--- src/sv/svd_pkg.sv ---
// Shared types and constants for the sparse vertex delta run encoder.
`timescale 1ns / 1ps
package svd_pkg;

	localparam int COORD_W     = 32;
	localparam int DELTA_W     = 33;
	localparam int RUN_W       = 16;
	localparam int INDEX_BITS  = 16;
	localparam int QUEUE_DEPTH = 4;

	localparam logic KIND_DELTA = 1'b0;
	localparam logic KIND_RUN   = 1'b1;

	// One queued item: what the front decided, the back still has to emit.
	typedef struct packed {
		logic                      has_delta;
		logic                      has_run;
		logic signed [DELTA_W-1:0] dx;
		logic signed [DELTA_W-1:0] dy;
		logic signed [DELTA_W-1:0] dz;
		logic        [RUN_W-1:0]   run_begin;
		logic        [RUN_W-1:0]   run_count;
		logic                      ovf;
	} entry_t;

endpackage

--- src/sv/svd_vertex_if.sv ---
// Vertex pair channel: valid/ready handshake with original and target positions.
`timescale 1ns / 1ps
interface svd_vertex_if;
	logic                                valid;
	logic                                ready;
	logic signed [svd_pkg::COORD_W-1:0] orig_x;
	logic signed [svd_pkg::COORD_W-1:0] orig_y;
	logic signed [svd_pkg::COORD_W-1:0] orig_z;
	logic signed [svd_pkg::COORD_W-1:0] target_x;
	logic signed [svd_pkg::COORD_W-1:0] target_y;
	logic signed [svd_pkg::COORD_W-1:0] target_z;
	logic                                final_vertex;

	modport source (output valid, orig_x, orig_y, orig_z, target_x, target_y, target_z,
		final_vertex, input ready);
	modport sink (input valid, orig_x, orig_y, orig_z, target_x, target_y, target_z,
		final_vertex, output ready);
endinterface

--- src/sv/svd_record_if.sv ---
// Record channel: valid/ready handshake carrying delta and run records.
`timescale 1ns / 1ps
interface svd_record_if;
	logic                                valid;
	logic                                ready;
	logic                                record_kind;
	logic signed [svd_pkg::DELTA_W-1:0] delta_x;
	logic signed [svd_pkg::DELTA_W-1:0] delta_y;
	logic signed [svd_pkg::DELTA_W-1:0] delta_z;
	logic        [svd_pkg::RUN_W-1:0]   run_begin;
	logic        [svd_pkg::RUN_W-1:0]   run_count;
	logic                                index_overflow;
	logic                                last_of_item;

	modport source (output valid, record_kind, delta_x, delta_y, delta_z, run_begin,
		run_count, index_overflow, last_of_item, input ready);
	modport sink (input valid, record_kind, delta_x, delta_y, delta_z, run_begin,
		run_count, index_overflow, last_of_item, output ready);
endinterface

--- src/sv/sparse_vertex_delta_run_encoder.sv ---
// Top level of the sparse vertex delta run encoder.
`timescale 1ns / 1ps
// Usage:
//   vertex : sink channel, one original/target vertex pair per item plus
//            final_vertex marking the last vertex of a mesh.
//   result : source channel, delta records (kind 0) and run records (kind 1);
//            last_of_item flags the final record caused by one vertex.
// A changed vertex gives a delta record; an equal vertex closing an open run
// gives a run record; a changed last vertex gives both, delta first. An equal
// vertex with no open run gives nothing.
// Throughput: one vertex per cycle while the queue is not full, set by the front
// end's combinational compare/subtract and run update. The back end emits one
// record per cycle while result.ready allows; a vertex that yields two records
// stays at the queue head until its second record is loaded.
// Path: an accepted vertex is written into the queue, then its first record is
// loaded from the queue head into the output register.
// Stall: when result.ready is low with a record valid, the output register holds; the
// queue of QUEUE_DEPTH items absorbs input until full, then vertex.ready drops.
// Reset: arst_n clears the index, run state, overflow flag, queue and output
// valid; the first vertex after reset is index zero.
module sparse_vertex_delta_run_encoder #(
	parameter int INDEX_BITS  = svd_pkg::INDEX_BITS,
	parameter int QUEUE_DEPTH = svd_pkg::QUEUE_DEPTH
) (
	input  logic         clk,
	input  logic         arst_n,
	svd_vertex_if.sink   vertex,
	svd_record_if.source result
);
	// front -> queue
	logic            push;
	svd_pkg::entry_t wr_entry;
	logic            full;

	// queue -> back
	svd_pkg::entry_t head;
	logic            empty;
	logic            pop;

	svd_front #(
		.INDEX_BITS(INDEX_BITS)
	) u_front (
		.clk   (clk),
		.arst_n(arst_n),
		.vertex(vertex),
		.full  (full),
		.push  (push),
		.entry (wr_entry)
	);

	svd_queue #(
		.DEPTH(QUEUE_DEPTH)
	) u_queue (
		.clk     (clk),
		.arst_n  (arst_n),
		.push    (push),
		.wr_entry(wr_entry),
		.pop     (pop),
		.head    (head),
		.full    (full),
		.empty   (empty)
	);

	svd_back u_back (
		.clk   (clk),
		.arst_n(arst_n),
		.head  (head),
		.empty (empty),
		.pop   (pop),
		.result(result)
	);
endmodule

--- src/sv/svd_front.sv ---
// Front end: takes vertex pairs, computes deltas and keeps the run bookkeeping.
`timescale 1ns / 1ps
module svd_front #(
	parameter int INDEX_BITS = svd_pkg::INDEX_BITS
) (
	input  logic            clk,
	input  logic            arst_n,
	svd_vertex_if.sink      vertex,
	input  logic            full,
	output logic            push,
	output svd_pkg::entry_t entry
);
	localparam logic [INDEX_BITS-1:0] IDX_MAX = {INDEX_BITS{1'b1}};

	logic [INDEX_BITS-1:0] idx_q;
	logic [INDEX_BITS-1:0] start_q;
	logic                  run_open_q;
	logic                  ovf_q;

	logic                  accept;
	logic                  changed;
	logic                  ovf;
	logic                  has_run;
	logic [INDEX_BITS-1:0] start_eff;
	logic [INDEX_BITS:0]   span;
	logic [INDEX_BITS:0]   cnt_raw;
	logic [INDEX_BITS-1:0] cnt_sat;

	assign vertex.ready = !full;
	assign accept       = vertex.valid && vertex.ready;

	assign changed = (vertex.orig_x != vertex.target_x) || (vertex.orig_y != vertex.target_y)
		|| (vertex.orig_z != vertex.target_z);
	assign ovf     = ovf_q || (idx_q == IDX_MAX);

	// a run opened by this very vertex starts here
	assign start_eff = run_open_q ? start_q : idx_q;
	assign span      = {1'b0, idx_q} - {1'b0, start_eff};
	assign cnt_raw   = (changed && vertex.final_vertex) ? span + 1'b1 : span;
	assign cnt_sat   = cnt_raw[INDEX_BITS] ? IDX_MAX : cnt_raw[INDEX_BITS-1:0];

	assign has_run = changed ? vertex.final_vertex : run_open_q;
	assign push    = accept && (changed || has_run);

	always_comb begin
		entry           = '0;
		entry.has_delta = changed;
		entry.has_run   = has_run;
		entry.dx        = {vertex.target_x[svd_pkg::COORD_W-1], vertex.target_x}
			- {vertex.orig_x[svd_pkg::COORD_W-1], vertex.orig_x};
		entry.dy        = {vertex.target_y[svd_pkg::COORD_W-1], vertex.target_y}
			- {vertex.orig_y[svd_pkg::COORD_W-1], vertex.orig_y};
		entry.dz        = {vertex.target_z[svd_pkg::COORD_W-1], vertex.target_z}
			- {vertex.orig_z[svd_pkg::COORD_W-1], vertex.orig_z};
		entry.run_begin = svd_pkg::RUN_W'(start_eff);
		entry.run_count = svd_pkg::RUN_W'(cnt_sat);
		entry.ovf       = ovf;
	end

	always_ff @(posedge clk or negedge arst_n) begin
		if (!arst_n) begin
			idx_q      <= '0;
			start_q    <= '0;
			run_open_q <= 1'b0;
			ovf_q      <= 1'b0;
		end else if (accept) begin
			if (vertex.final_vertex) begin
				idx_q      <= '0;
				start_q    <= '0;
				run_open_q <= 1'b0;
				ovf_q      <= 1'b0;
			end else begin
				ovf_q <= ovf;
				if (idx_q != IDX_MAX)
					idx_q <= idx_q + 1'b1;
				if (changed && !run_open_q) begin
					run_open_q <= 1'b1;
					start_q    <= idx_q;
				end else if (!changed) begin
					run_open_q <= 1'b0;
				end
			end
		end
	end

	a_start_le_idx: assert property (@(posedge clk) disable iff (!arst_n)
		run_open_q |-> (start_q <= idx_q))
		else $error("open run starts past the current index");
	a_ovf_pinned: assert property (@(posedge clk) disable iff (!arst_n)
		ovf_q |-> (idx_q == IDX_MAX))
		else $error("overflow seen while index not saturated");
endmodule

--- src/sv/svd_queue.sv ---
// Short register queue between front and back end.
`timescale 1ns / 1ps
module svd_queue #(
	parameter int DEPTH = svd_pkg::QUEUE_DEPTH
) (
	input  logic            clk,
	input  logic            arst_n,
	input  logic            push,
	input  svd_pkg::entry_t wr_entry,
	input  logic            pop,
	output svd_pkg::entry_t head,
	output logic            full,
	output logic            empty
);
	localparam int PW = $clog2(DEPTH);
	localparam int CW = $clog2(DEPTH + 1);

	svd_pkg::entry_t mem_q [DEPTH];
	logic [PW-1:0]   wr_ptr_q;
	logic [PW-1:0]   rd_ptr_q;
	logic [CW-1:0]   count_q;

	assign full  = (count_q == CW'(DEPTH));
	assign empty = (count_q == '0);
	assign head  = mem_q[rd_ptr_q];

	always_ff @(posedge clk) begin
		if (push)
			mem_q[wr_ptr_q] <= wr_entry;
	end

	always_ff @(posedge clk or negedge arst_n) begin
		if (!arst_n) begin
			wr_ptr_q <= '0;
			rd_ptr_q <= '0;
			count_q  <= '0;
		end else begin
			if (push)
				wr_ptr_q <= (wr_ptr_q == PW'(DEPTH - 1)) ? '0 : wr_ptr_q + 1'b1;
			if (pop)
				rd_ptr_q <= (rd_ptr_q == PW'(DEPTH - 1)) ? '0 : rd_ptr_q + 1'b1;
			if (push && !pop)
				count_q <= count_q + 1'b1;
			else if (pop && !push)
				count_q <= count_q - 1'b1;
		end
	end

	a_no_overrun: assert property (@(posedge clk) disable iff (!arst_n)
		push |-> !full)
		else $error("push into full queue");
	a_no_underrun: assert property (@(posedge clk) disable iff (!arst_n)
		pop |-> !empty)
		else $error("pop from empty queue");
endmodule

--- src/sv/svd_back.sv ---
// Back end: expands queued items into delta and run records on the output register.
`timescale 1ns / 1ps
module svd_back (
	input  logic            clk,
	input  logic            arst_n,
	input  svd_pkg::entry_t head,
	input  logic            empty,
	output logic            pop,
	svd_record_if.source    result
);
	logic valid_q;
	logic delta_done_q;
	logic load;
	logic emit_delta;

	assign load       = !valid_q || result.ready;
	assign emit_delta = head.has_delta && !delta_done_q;
	// the head leaves once its final record goes to the output register
	assign pop        = load && !empty && !(emit_delta && head.has_run);

	assign result.valid = valid_q;

	always_ff @(posedge clk or negedge arst_n) begin
		if (!arst_n) begin
			valid_q      <= 1'b0;
			delta_done_q <= 1'b0;
		end else if (load) begin
			valid_q <= !empty;
			if (!empty)
				delta_done_q <= emit_delta && head.has_run;
		end
	end

	always_ff @(posedge clk) begin
		if (load && !empty) begin
			result.index_overflow <= head.ovf;
			if (emit_delta) begin
				result.record_kind  <= svd_pkg::KIND_DELTA;
				result.delta_x      <= head.dx;
				result.delta_y      <= head.dy;
				result.delta_z      <= head.dz;
				result.run_begin    <= '0;
				result.run_count    <= '0;
				result.last_of_item <= !head.has_run;
			end else begin
				result.record_kind  <= svd_pkg::KIND_RUN;
				result.delta_x      <= '0;
				result.delta_y      <= '0;
				result.delta_z      <= '0;
				result.run_begin    <= head.run_begin;
				result.run_count    <= head.run_count;
				result.last_of_item <= 1'b1;
			end
		end
	end

	a_split_pending: assert property (@(posedge clk) disable iff (!arst_n)
		delta_done_q |-> (!empty && head.has_run))
		else $error("second half pending without a run at the queue head");
	a_run_is_last: assert property (@(posedge clk) disable iff (!arst_n)
		(valid_q && result.record_kind == svd_pkg::KIND_RUN) |-> result.last_of_item)
		else $error("run record not flagged last of item");
endmodule
--- src/flat_wrapper.sv ---
// flat-port wrapper written by rule: the top's interface ports become plain ports
module sparse_vertex_delta_run_encoder_flat 
#(
	parameter int INDEX_BITS  = svd_pkg::INDEX_BITS,
	parameter int QUEUE_DEPTH = svd_pkg::QUEUE_DEPTH
)
  (clk, arst_n, vertex_valid, vertex_orig_x, vertex_orig_y, vertex_orig_z, vertex_target_x, vertex_target_y, vertex_target_z, vertex_final_vertex, vertex_ready, result_valid, result_record_kind, result_delta_x, result_delta_y, result_delta_z, result_run_begin, result_run_count, result_index_overflow, result_last_of_item, result_ready);
  svd_vertex_if vertex_i ();
  svd_record_if result_i ();
  input  logic clk;
  input  logic arst_n;
  input wire logic [$bits(vertex_i.valid)-1:0] vertex_valid;
  input wire logic [$bits(vertex_i.orig_x)-1:0] vertex_orig_x;
  input wire logic [$bits(vertex_i.orig_y)-1:0] vertex_orig_y;
  input wire logic [$bits(vertex_i.orig_z)-1:0] vertex_orig_z;
  input wire logic [$bits(vertex_i.target_x)-1:0] vertex_target_x;
  input wire logic [$bits(vertex_i.target_y)-1:0] vertex_target_y;
  input wire logic [$bits(vertex_i.target_z)-1:0] vertex_target_z;
  input wire logic [$bits(vertex_i.final_vertex)-1:0] vertex_final_vertex;
  output wire logic [$bits(vertex_i.ready)-1:0] vertex_ready;
  output wire logic [$bits(result_i.valid)-1:0] result_valid;
  output wire logic [$bits(result_i.record_kind)-1:0] result_record_kind;
  output wire logic [$bits(result_i.delta_x)-1:0] result_delta_x;
  output wire logic [$bits(result_i.delta_y)-1:0] result_delta_y;
  output wire logic [$bits(result_i.delta_z)-1:0] result_delta_z;
  output wire logic [$bits(result_i.run_begin)-1:0] result_run_begin;
  output wire logic [$bits(result_i.run_count)-1:0] result_run_count;
  output wire logic [$bits(result_i.index_overflow)-1:0] result_index_overflow;
  output wire logic [$bits(result_i.last_of_item)-1:0] result_last_of_item;
  input wire logic [$bits(result_i.ready)-1:0] result_ready;
  assign vertex_i.valid = vertex_valid;
  assign vertex_i.orig_x = vertex_orig_x;
  assign vertex_i.orig_y = vertex_orig_y;
  assign vertex_i.orig_z = vertex_orig_z;
  assign vertex_i.target_x = vertex_target_x;
  assign vertex_i.target_y = vertex_target_y;
  assign vertex_i.target_z = vertex_target_z;
  assign vertex_i.final_vertex = vertex_final_vertex;
  assign vertex_ready = vertex_i.ready;
  assign result_valid = result_i.valid;
  assign result_record_kind = result_i.record_kind;
  assign result_delta_x = result_i.delta_x;
  assign result_delta_y = result_i.delta_y;
  assign result_delta_z = result_i.delta_z;
  assign result_run_begin = result_i.run_begin;
  assign result_run_count = result_i.run_count;
  assign result_index_overflow = result_i.index_overflow;
  assign result_last_of_item = result_i.last_of_item;
  assign result_i.ready = result_ready;
  sparse_vertex_delta_run_encoder #(.INDEX_BITS(INDEX_BITS), .QUEUE_DEPTH(QUEUE_DEPTH)) u_core (.clk(clk), .arst_n(arst_n), .vertex(vertex_i), .result(result_i));
endmodule
--- config.mk ---
export PLATFORM = sky130hd
export DESIGN_NAME = sparse_vertex_delta_run_encoder_flat
export DESIGN_NICKNAME = d
export VERILOG_FILES = /design/src/sv/svd_pkg.sv /design/src/sv/svd_vertex_if.sv /design/src/sv/svd_record_if.sv /design/src/sv/sparse_vertex_delta_run_encoder.sv /design/src/sv/svd_front.sv /design/src/sv/svd_queue.sv /design/src/sv/svd_back.sv /design/src/flat_wrapper.sv
export SDC_FILE = /design/constraint.sdc
export NUM_CORES = 1
export LEC_CHECK = 0
export ABC_AREA = 1
export CAP_MARGIN = 40
export CORE_MARGIN = 4
export CORE_UTILIZATION = 55
export DETAILED_ROUTE_END_ITERATION = 10
export DONT_BUFFER_PORTS = 1
export GPL_TIMING_DRIVEN = 0
export HOLD_SLACK_MARGIN = 0.15
export PLACE_DENSITY = 0.7
export SLEW_MARGIN = 5
export SYNTH_ARGS = -nofsm -noshare
export SYNTH_HDL_FRONTEND = slang
export SYNTH_HIERARCHICAL = 1
export SYNTH_SLANG_ARGS = --single-unit
export TNS_END_PERCENT = 10
--- constraint.sdc ---
create_clock -name clk -period 23 [get_ports clk]
set_clock_uncertainty 0.05 [all_clocks]
set_input_delay 1.15 -clock clk [delete_from_list [all_inputs] [get_ports clk]]
set_output_delay 1.15 -clock clk [all_outputs]
set_load 0.005 [all_outputs]
==> results.toml <==
[synth]
ys_ff_latch = 713
synth.most_common_cell = "nand2_1"
syn_area_per_cell_um2 = 10.0
synthCells = 3617
synth_top_family_by_area = "simple AND/OR/NAND/NOR gates"
synth_area_leader_cell = "edfxtp_1"
synthSimpleGateAreaFrac_pct = 14.0
async_flop_share_pct = 6.03
synth_ff_type = "edfxtp_1"
synth_cell_types = 48
ys_seq_area_share_pct = 58.6
ys_top_cells_by_area = "edfxtp_1, nand2_1, inv_1"
synthAdderAreaFrac_pct = 4.46
syn_area_mm2 = 0.0362
synthMuxAreaShare_pct = 0
synth_commonest_cells = "nand2_1, inv_1, edfxtp_1"
synth_fp_nets = 3940
ys.warnings.count = 6
synth_top_area_share_pct = 55.6
synth_xor_area_share_pct = 2.42
synth_enable_flop_cells = 670
synth_compound_area_share_pct = 10.0

[power_and_ir_drop]
p_switching_uw = 1930
power_frac_seq_pct = 40.4
internal-power_uw = 3230
combPwrFrac_pct = 36.6
leakagePower_uw = 0.0179
power.density_mw_per_mm2 = 129
switching_share_pct = 37.4
ir_drop_uv = 93.9
clkPwrFrac_pct = 23.0

[detailed_routing]
drtPass1Iterations = 6
detail_route.wl_per_cell_um = 19.7
drt_wl_total_mm = 91.1
antenna_left = 0
vias = 25100
vias_per_cell = 5.44
drc = 0
first_iter_violations = 1929

[outcome]
status = "finished, final reports clean"

[placement]
place_hpwl_mm = 64.0
place_congestion = 0.919
io_buffers = 0

[cts]
clk_latency_ps = 620
clockRootBuffer = "clkbuf_16"
h-tree-depth = 3
clk_path_buf_depth = 3
cts_tree = "yes"
clkTransAtPathRegs_ps = 60
cts_buffers = 75
cts_sinks = 713

[global_route]
grt_pass1_vias = 24500
grt_max_degree = 102
overflow = 0
track_usage_pct = 25.4
antenna_found_initial = 4
grt_pass1_wl_mm = 138

[sta]
fin_crit_sh_pct = 18.1
setup_viol = 0
worst_pin_slew_ps = 855
hold_viol_final = 0
rsz0062_at_grt = "no"
maxSlewHeadroom_pct = 42.5
setup_tns_ps = 0
finalMaxSlewViolations = 0
finalCriticalPeriod_ps = 4150
fmax_ghz = 0.241

[run]
drv_cap = 0

[critical_path]
worstSetupPathType = "reg2reg"
worstPathRequired_ps = 23310
crit_arrival_ps = 4470
cp_slowest_cell = "clkbuf_1"
cp_cell_sequence = "clkbuf_1, clkbuf_1, nand2_1, o21ai_0, buf_2, ha_1, inv_1, fa_1, nand3_1, nand3_2, nand2_2, nand2_1, nand2_1, nand2_4, nor2_4, nand2_2, nor3_4, nand4_1, nand2_2, buf_8, nand2_2"
start_kind = "flip-flop"
crit_path_end_kind = "flip-flop"
cpMostUsedCell = "nand2_2"
cp_max_fo = 10
critPathMaxStageDelay_ps = 490

[finish]
layout.nets = 4030
syn_to_final_growth_pct = 10.6
postLayoutCoreUtil_pct = 61.7
drive_gt1_share_pct = 8.05

[floorplan]
die_width_um = 264
start_util_pct = 55.8
core-area_mm2 = 0.0648
pin_count = 333
dieArea_mm2 = 0.0699
row_count = 93
die-height_um = 264

[hold_path]
hp-class = "in2async"
[logic make-up (layout without fill, tap and decap cells)]
family	Yosys count	in the layout
AOI/OAI and AO/OA	547	547
and+or+nand+nor	1261	1261
xor gates and xnor gates	99	99
other	0	1
buffers and inverters	871	1018
adders and majority gates	126	126
DFF	713	713
[power by group through the flow]
stage	combinational, uW	clock (uW)	sequential [uW]
after floorplan	1280	0	2110
after global placement	1800	0	2190
after detailed placement	1880	0	2110
after CTS	1890	1210	2090
after global routing	2090	1260	2110
final	1880	1190	2080
[state kept, by name, summed over array words and instances (netlist names), 16 cells and up]
signal                          cells
u_core/u_queue/mem_q              536
u_core/u_back/result.delta_x       33
u_core/u_back/result.delta_y       33
u_core/u_back/result.delta_z       33
u_core/u_back/result.run_begin     16
u_core/u_back/result.run_count     16
u_core/u_front/idx_q               16
u_core/u_front/start_q             16
[final cells by class]
cell class                      instances  area (um^2)
Clock inverter                         49          432
Fill cell                            5174        24800
Buffer                                121          977
Antenna cell                            1         2.50
Multi-Input combinational cell       2033        11200
Clock buffer                           85         1990
Tap cell                              855         1070
Sequential cell                       713        21200
Timing Repair Buffer                   13          295
Inverter                              750         2850
[worst max-delay path, delay by kind of cell (launching register included)]
family,cells,cell delay (ps)
buffers and inverters,5,1190
flip-flops,1,320
AND/OR/NAND/NOR,13,1610
AO/OA/AOI/OAI,1,100
adder cells (fa/ha/maj),2,610
[layout by cell type (no fill, tap or decap), types with 50 or more instances in the layout]
cell type and instances:
o211ai_1 259, ha_1 121, inv_1 740, a21oi_1 128, xor2_1 81, o21ai_0 67
nand2_1 817, nor2_1 284, nand3_1 55, buf_6 50, clkbuf_16 78, edfxtp_1 670
[layer usage]
metal	track usage, %	wire (um)	vias to the layer above	share of wire (%)
met5	0	34	-	0.037
met4	8.20	2590	6	2.8
met3	5.62	7530	161	8.3
met2	42.2	43300	955	48
met1	33.6	37600	11900	41
li1	-	-	12200	-
[path summary, 6_finish.rpt]
kind / startpoint / end / slack, ps / depth (start not counted)
max in group asynchronous: arst_n / u_core/u_front/start_q[12]$_DFFE_PN0P_ / 21880 / 1
min in group clk: u_core/u_queue/count_q[2]$_DFFE_PN0P_ / u_core/u_queue/count_q[2]$_DFFE_PN0P_ / 450 / 2
setup / recovery: u_core/u_front/run_open_q$_DFFE_PN0P_ / u_core/u_queue/mem_q[3][3]$_DFFE_PP_ / 18850 / 21
setup reg to reg: u_core/u_front/run_open_q$_DFFE_PN0P_ / u_core/u_queue/mem_q[3][3]$_DFFE_PP_ / 18850 / 21
hold reg to reg: u_core/u_queue/count_q[2]$_DFFE_PN0P_ / u_core/u_queue/count_q[2]$_DFFE_PN0P_ / 450 / 2
hold / removal: arst_n / u_core/u_queue/wr_ptr_q[0]$_DFFE_PN0P_ / 330 / 1
[stage by stage]
stage,instances,hold WS [ps],power (uW),area [um^2],setup WS (ps)
after CTS,4619,299,5190,40000,18890
after global routing,4619,319,5470,40000,18460
after global placement,4472,431,3990,37200,10850
after detailed placement,4483,442,3990,37500,18580
final,4620,330,5150,40000,18850
after floorplan,3617,413,3390,36200,14640
[timing repair]
item                      CTS  global route
resized for setup           0             0
setup buffers               0             0
hold buffers                2             0
hold endpoints to repair   41             0
No activity file was read; power rests on OpenSTA's default activity.
